--- src/rtl/core/odm_pkg.sv ---
// ============================================================================
// odm_pkg - shared types and constants for the ordered dither block
// Sizes of the threshold store, the position counters, register codes,
// command codes and the fixed output levels.
// ============================================================================
package odm_pkg;

    localparam int MAX_TILE_SIDE   = 32;
    localparam int ENTRY_BITS      = 16;
    localparam int MAX_IMAGE_WIDTH = 4096;

    localparam int TILE_IDX_W  = $clog2(MAX_TILE_SIDE);
    localparam int TILE_SIDE_W = TILE_IDX_W + 1;
    localparam int STORE_DEPTH = MAX_TILE_SIDE * MAX_TILE_SIDE;
    localparam int ADDR_W      = 2 * TILE_IDX_W;
    localparam int COL_W       = $clog2(MAX_IMAGE_WIDTH);

    // Field widths of the channels.
    localparam int IMG_W_W    = 13;
    localparam int TILE_CFG_W = 6;
    localparam int DIV_W      = 19;
    localparam int PIX_W      = 8;
    localparam int CFG_IDX_W  = 2;
    localparam int CFG_DATA_W = 19;

    // Threshold entries are scaled by 255 * 256 before the compare.
    localparam int          PROD_W      = 32;
    localparam logic [15:0] ENTRY_SCALE = 16'd65280;
    localparam logic [7:0]  PIX_FULL    = 8'd255;

    localparam logic [7:0] OUT_BLACK = 8'd0;
    localparam logic [7:0] OUT_WHITE = 8'd255;
    localparam logic [7:0] OUT_CLEAR = 8'd128;

    typedef enum logic {
        CMD_LOAD  = 1'b0,
        CMD_PIXEL = 1'b1
    } t_cmd;

    typedef enum logic [CFG_IDX_W-1:0] {
        CFG_IMAGE_WIDTH = 2'd0,
        CFG_TILE_WIDTH  = 2'd1,
        CFG_TILE_HEIGHT = 2'd2,
        CFG_DIVISOR_Q8  = 2'd3
    } t_cfg_idx;

    typedef struct packed {
        logic [IMG_W_W-1:0]    image_width;
        logic [TILE_CFG_W-1:0] tile_width;
        logic [TILE_CFG_W-1:0] tile_height;
        logic [DIV_W-1:0]      divisor_q8;
    } t_cfg;

    // Effective tile side: zero acts as one, oversize acts as the maximum.
    function automatic logic [TILE_SIDE_W-1:0] clamp_side(input logic [TILE_CFG_W-1:0] v);
        logic [TILE_SIDE_W-1:0] r;
        if (v == '0) begin
            r = TILE_SIDE_W'(1);
        end else if (32'(v) > MAX_TILE_SIDE) begin
            r = TILE_SIDE_W'(MAX_TILE_SIDE);
        end else begin
            r = TILE_SIDE_W'(v);
        end
        return r;
    endfunction

endpackage

--- src/rtl/core/odm_position.sv ---
// ============================================================================
// odm_position - raster position and tile phase tracker
// Gives the threshold address of the current pixel and steps the image
// column and the tile row and column after each pixel.
// ============================================================================
module odm_position (
    input  logic                       i_clk,
    input  logic                       i_rst_n,
    input  odm_pkg::t_cfg              i_cfg,
    input  logic                       i_step,
    input  logic                       i_frame_start,
    output logic [odm_pkg::ADDR_W-1:0] o_addr
);
    import odm_pkg::*;

    logic [COL_W-1:0]       r_col, n_col;
    logic [TILE_IDX_W-1:0]  r_tcol, n_tcol;
    logic [TILE_IDX_W-1:0]  r_trow, n_trow;

    logic [COL_W-1:0]       col_base;
    logic [TILE_IDX_W-1:0]  tcol_base, trow_base;
    logic [COL_W:0]         col_next;
    logic [TILE_SIDE_W-1:0] tcol_next, trow_next;
    logic [TILE_SIDE_W-1:0] tw, th;
    logic                   row_end;

    always_comb begin
        // A frame start clears the position before the pixel uses it.
        col_base  = i_frame_start ? '0 : r_col;
        tcol_base = i_frame_start ? '0 : r_tcol;
        trow_base = i_frame_start ? '0 : r_trow;

        tw        = clamp_side(i_cfg.tile_width);
        th        = clamp_side(i_cfg.tile_height);
        col_next  = {1'b0, col_base} + (COL_W+1)'(1);
        tcol_next = {1'b0, tcol_base} + TILE_SIDE_W'(1);
        trow_next = {1'b0, trow_base} + TILE_SIDE_W'(1);
        row_end   = (32'(col_next) >= 32'(i_cfg.image_width))
                 || (32'(col_next) >= MAX_IMAGE_WIDTH);

        if (row_end) begin
            n_col  = '0;
            n_tcol = '0;
            n_trow = (trow_next >= th) ? '0 : trow_next[TILE_IDX_W-1:0];
        end else begin
            n_col  = col_next[COL_W-1:0];
            n_tcol = (tcol_next >= tw) ? '0 : tcol_next[TILE_IDX_W-1:0];
            n_trow = trow_base;
        end
    end

    assign o_addr = {trow_base, tcol_base};

    always_ff @(posedge i_clk) begin
        if (!i_rst_n) begin
            r_col  <= '0;
            r_tcol <= '0;
            r_trow <= '0;
        end else if (i_step) begin
            r_col  <= n_col;
            r_tcol <= n_tcol;
            r_trow <= n_trow;
        end
    end

endmodule

--- config.mk ---
export PLATFORM = sky130hd
export DESIGN_NAME = odm_position
export DESIGN_NICKNAME = d
export VERILOG_FILES = /design/src/rtl/core/odm_pkg.sv /design/src/rtl/core/odm_position.sv
export SDC_FILE = /design/constraint.sdc
export NUM_CORES = 1
export LEC_CHECK = 0
export ABC_AREA = 1
export BUFFER_PORTS_ARGS = -buffer_cell sky130_fd_sc_hd__buf_2
export CAP_MARGIN = 10
export CORE_UTILIZATION = 58
export DETAILED_ROUTE_END_ITERATION = 16
export PLACE_DENSITY_LB_ADDON = 0.12
export SETUP_SLACK_MARGIN = 0.02
export SYNTH_ARGS = -nofsm -noshare
export SYNTH_HDL_FRONTEND = slang
export SYNTH_SLANG_ARGS = --single-unit
--- constraint.sdc ---
create_clock -name i_clk -period 7.7 [get_ports i_clk]
set_clock_uncertainty 0.1 [all_clocks]
set_input_delay 1.155 -clock i_clk [delete_from_list [all_inputs] [get_ports i_clk]]
set_output_delay 1.155 -clock i_clk [all_outputs]
set_load 0.1 [all_outputs]
Word-level counts from Yosys, hierarchy flattened
Index checks and enable logic that the tools add are counted.
Operators by class
  $mul: 0
  magnitude comparators: 6
  divide/modulo/power cells: 0
  bitwise gates (word level): 0
  equal/unequal tests: 0
  reductions and logical operators: 3
  $add $sub $neg: 3
  mux-type cells: 12
  shifts and indexed selects: 0
Operators by type and width (number)
  $mux W5: 6
  $mux W12: 2
  $mux W6: 4
  $add A12 B1 Y13 const B: 1
  $ge A13 B13 Y1: 1
  $ge A13 B13 Y1 const B: 1
  $add A5 B1 Y6 const B: 2
  $ge A6 B6 Y1: 2
  $gt A6 B6 Y1 const B: 2
  $logic_not A6 Y1: 2
  $logic_or A1 B1 Y1: 1
Storage, ports and cells
  memories: 0
  memory bits (writable): 0
  bits in latches: 0
  register bits: 22
  ROM bits: 0
  output and inout port bits: 10

Logic depth before layout (Yosys ltp)
  word-level depth: 6
  depth in mapped cells: 23

Least setup slack after synthesis
Ideal clock, no wire load.
  path kind: input to register
  from: in i_frame_start
  to: reg r_tcol[4]
  path buffers: 1
  arrival time: 4.302 ns
  cell stages on the path: 12
  path slack: 3.231 ns
  setup time: 0.067 ns
  cells stage by stage: buf_6 nor2_1 ha_1 nand3_1 xor2_1 inv_1 ha_1 nand2_1 o21ai_0 nor2_1 nand4_2 a21oi_2
Between the ends
  cells in the longest elaborated chain, start to end: 5
  elaborated cells between the ends (all ways): 10
Ends and longest elaborated chain
  start: declaration: RTL line odm_position.sv:11  | input logic i_frame_start,
  $mux W5 (*): RTL line odm_position.sv:30  | tcol_base = i_frame_start ? '0 : r_tcol;
  via o_addr, one bit: RTL line odm_position.sv:12  | output logic [odm_pkg::ADDR_W-1:0] o_addr
  $add A5 B1 Y6 (*): RTL line odm_position.sv:36  | tcol_next = {1'b0, tcol_base} + TILE_SIDE_W'(1);
  $ge A6 B6 Y1: RTL line odm_position.sv:47  | n_tcol = (tcol_next >= tw) ? '0 : tcol_next[TILE_IDX_W-1:0];
  $mux W5 (*): RTL line odm_position.sv:47
  $mux W5 (*): RTL line odm_position.sv:41  | if (row_end) begin
  end signal: assignment: RTL line odm_position.sv:61  | r_tcol <= n_tcol;
  end: declaration: RTL line odm_position.sv:17  | logic [TILE_IDX_W-1:0] r_tcol, n_tcol;
The timed path passes the listed nets; every way through them passes the cells marked *.
A chain may end at the register's enable or synchronous reset.

Final worst setup path
  from: in i_frame_start
  to: reg r_tcol[2]
Between the ends
  cells in the longest elaborated chain, start to end: 5
  elaborated cells between the ends (all ways): 10
Ends and longest elaborated chain
  $mux W12 / $mux W5 (equally long branches): RTL line odm_position.sv:29, odm_position.sv:30
  $add A12 B1 Y13 / $add A5 B1 Y6 (equally long branches): RTL line odm_position.sv:35, odm_position.sv:36
  $ge A13 B13 Y1 (tied with other cells): RTL line odm_position.sv:38  | row_end = (32'(col_next) >= 32'(i_cfg.image_width))
  $logic_or A1 B1 Y1 / $mux W5 (equally long branches): RTL line odm_position.sv:39, odm_position.sv:47
  $mux W5 (*): RTL line odm_position.sv:41
Mark *: on every way between the ends. The rest lies on a longest branch, timed or not.

==> impl_metrics.json <==
{
  "yosys.cell_types.count": 36,
  "path_cells": "buf_2 > nor2_2 > ha_1 > nand4_4 > nor2_4 > nand4_4 > inv_1 > ha_1 > nand2_1 > inv_2 > nand2_2 > nor2_1 > nand2_1 > nand2_1 > nor2_4 > and2_1 > nand4_1 > a21oi_1",
  "wirelength_microns": 4690,
  "slew_viol_final": 0,
  "crit_arrival_ns": 4.41,
  "nNetsFinal": 452,
  "placed_area_sq_um": 2470,
  "worst_hold_path_type": "reg -> reg",
  "tns_ns": 0,
  "grt.overflow.total": 0,
  "cts_tree": "done",
  "worstMarginPinSlew_ns": 0.636,
  "grt_pass1_wl_microns": 8310,
  "final_core_util_pct": 67.4,
  "slew-limit-headroom_pct": 57.6,
  "dr.pass1.iters": 4,
  "hold_violations": 0,
  "cts_setup_buffers": 0,
  "clockBufferDepth": 2,
  "ios": 58,
  "cp_data_required_time_ns": 7.80,
  "drtAntennaViolNets": 0,
  "track_usage_pct": 24.2,
  "portBuffers": 38,
  "synth_nets": 420,
  "drive_gt1_share_pct": 18.4,
  "first_global_vias": 1959,
  "n_antenna_cell": 0,
  "ctsRootBufferMaster": "clkbuf_8",
  "ys_seq_area_share_pct": 19.1,
  "critPathMostFrequentCell": "nand2_1",
  "fin_crit_ns": 4.31,
  "setup_viol": 0,
  "reg2reg_slack_ns": 4.21,
  "peakVddDrop_mv": 0.131,
  "clk_latency_ns": 0.27,
  "ys_ff_latch": 22,
  "status": "finished, final reports clean",
  "fin_ws_ns": 3.39,
  "cts_htree_levels": 1,
  "rsz0062_at_grt": "false",
  "cts_resized": 0,
  "synth.yosys.warnings": 0,
  "drc": 0,
  "antenna_found_initial": 0,
  "critPathLaunchType": "primary input",
  "power_leakage_nw": 1.34,
  "fmax_mhz": 232,
  "row_count": 22,
  "pwr_density_cell_nw_per_um2": 103,
  "die-height_microns": 65.1,
  "dieArea_sq_um": 4240,
  "finalCritPeriodShare_pct": 56.0,
  "cts_sinks": 22,
  "synth_top_area_share_pct": 19.1,
  "cpMaxStageDelayCell": "and2_1",
  "cts_made_buffers": 3,
  "crit_path_end_kind": "register",
  "drtIter0Drc": 117,
  "dp_slack_ns": 3.11,
  "path_class": "in -> reg",
  "post_synth.cell_area_avg_sq_um": 6.72,
  "cap_violations": 0,
  "start_util_pct": 61.7,
  "synth_area_leaders": "dfxtp_1 19%, ha_1 15%, nand2_1 13%",
  "worst-path-max-fanout": 23,
  "coreArea_sq_um": 3740,
  "critPathTopFamily": "simple AND/OR/NAND/NOR gates",
  "slowest_delay_ns": 0.57,
  "fin_cells": 423,
  "vias": 2191,
  "area_growth_pct": 9.15,
  "syn_inst": 344,
  "routabilityCongestion": 0.827,
  "dp_hpwl_microns": 3690,
  "dp.cells": 419,
  "syn_area_sq_um": 2310,
  "grt_max_degree": 28,
  "die_w_microns": 65.1,
  "crit_buf_inv": 3,
  "synth_area_leader_cell": "dfxtp_1",
  "fin_area_sq_um": 2520,
  "vias_per_cell": 5.18,
  "clk_pin_slew_ns": 0.08,
  "wl_per_cell_microns": 11.1,
  "hold_buffers": 0
}
flip-flops by register name, summed over array words and instances (netlist names):
register,count
r_col,12
r_trow,5
r_tcol,5
worst min-delay path: stages (launching register included):
cell	delay, ns
dfxtp_1	0.32
nand2_1	0.06
a21oi_1	0.06
stage by stage:
| stage | hold WS [ns] | total power, mW |
|---|---|---|
| after floorplan | 0.345 | 0.163 |
| after global placement | 0.353 | 0.176 |
| after detailed placement | 0.359 | 0.178 |
| after CTS | 0.372 | 0.262 |
| after global routing | 0.386 | 0.274 |
| final | 0.375 | 0.260 |
worst paths after layout:
| check | start | to | depth (start not counted) |
|---|---|---|---|
| setup reg to reg | r_col[0] | r_tcol[2] | 18 |
| setup / recovery | i_frame_start | r_tcol[2] | 18 |
| hold reg to reg | r_col[0] | r_col[0] | 2 |
| hold / removal | r_col[0] | r_col[0] | 2 |
layer usage:
metal / up-vias / GRT usage, % / part of all wire (%)
met2: 24 / 41.0 / 46
met3: 4 / 3.99 / 3.0
met1: 982 / 33.2 / 51
li1: 1181 / - / -
met5: - / 0 / 0
met4: 0 / 2.72 / 0.75
layout make-up:
type	instances	area, sq um
Clock buffer	4	55.1
Fill cell	360	1220
Inverter	60	233
Multi-Input combinational cell	251	1540
Sequential cell	22	440
Tap cell	48	60.1
Timing Repair Buffer	38	190
cells in the mapped netlist, drive strengths merged:
cell type and n:
a21boi 1, a21oi 30, and2 1, buf 8
clkbuf 3, clkinv 1, dfxtp 22, ha 28
inv 59, nand2 85, nand3 22, nand3b 1
nand4 23, nor2 27, nor3 6, o21a 2
o21ai 12, xnor2 2, xor2 11
placed cells by master, fill, tap and decap left out, types with 2 or more instances in the layout:
cell type and instances:
a21oi_1 29, buf_2 38, clkbuf_8 4, dfxtp_1 22
ha_1 28, inv_1 54, inv_2 4, nand2_1 80
nand2_2 5, nand3_1 20, nand4_1 20, nand4_4 2
nor2_1 17, nor2_2 6, nor2_4 3, nor3_1 5
o21a_1 2, o21ai_0 11, xnor2_1 2, xor2_1 11
where the power goes:
part,internal (mW),switching [mW]
clock network,0.0456,0.0392
logic,0.0190,0.0381
registers,0.117,0.00185
cell families (layout without fill, tap and decap cells):
logic type,count (synthesis),in the layout,share of synthesized area [%]
xor+xnor,13,13,4.93
compound gates,45,45,10.2
buf+inv,71,102,14.1
simple gates,165,165,36.5
fa+ha+maj,28,28,15.2
flops,22,22,19.1
No activity file was read; power rests on OpenSTA's default activity.
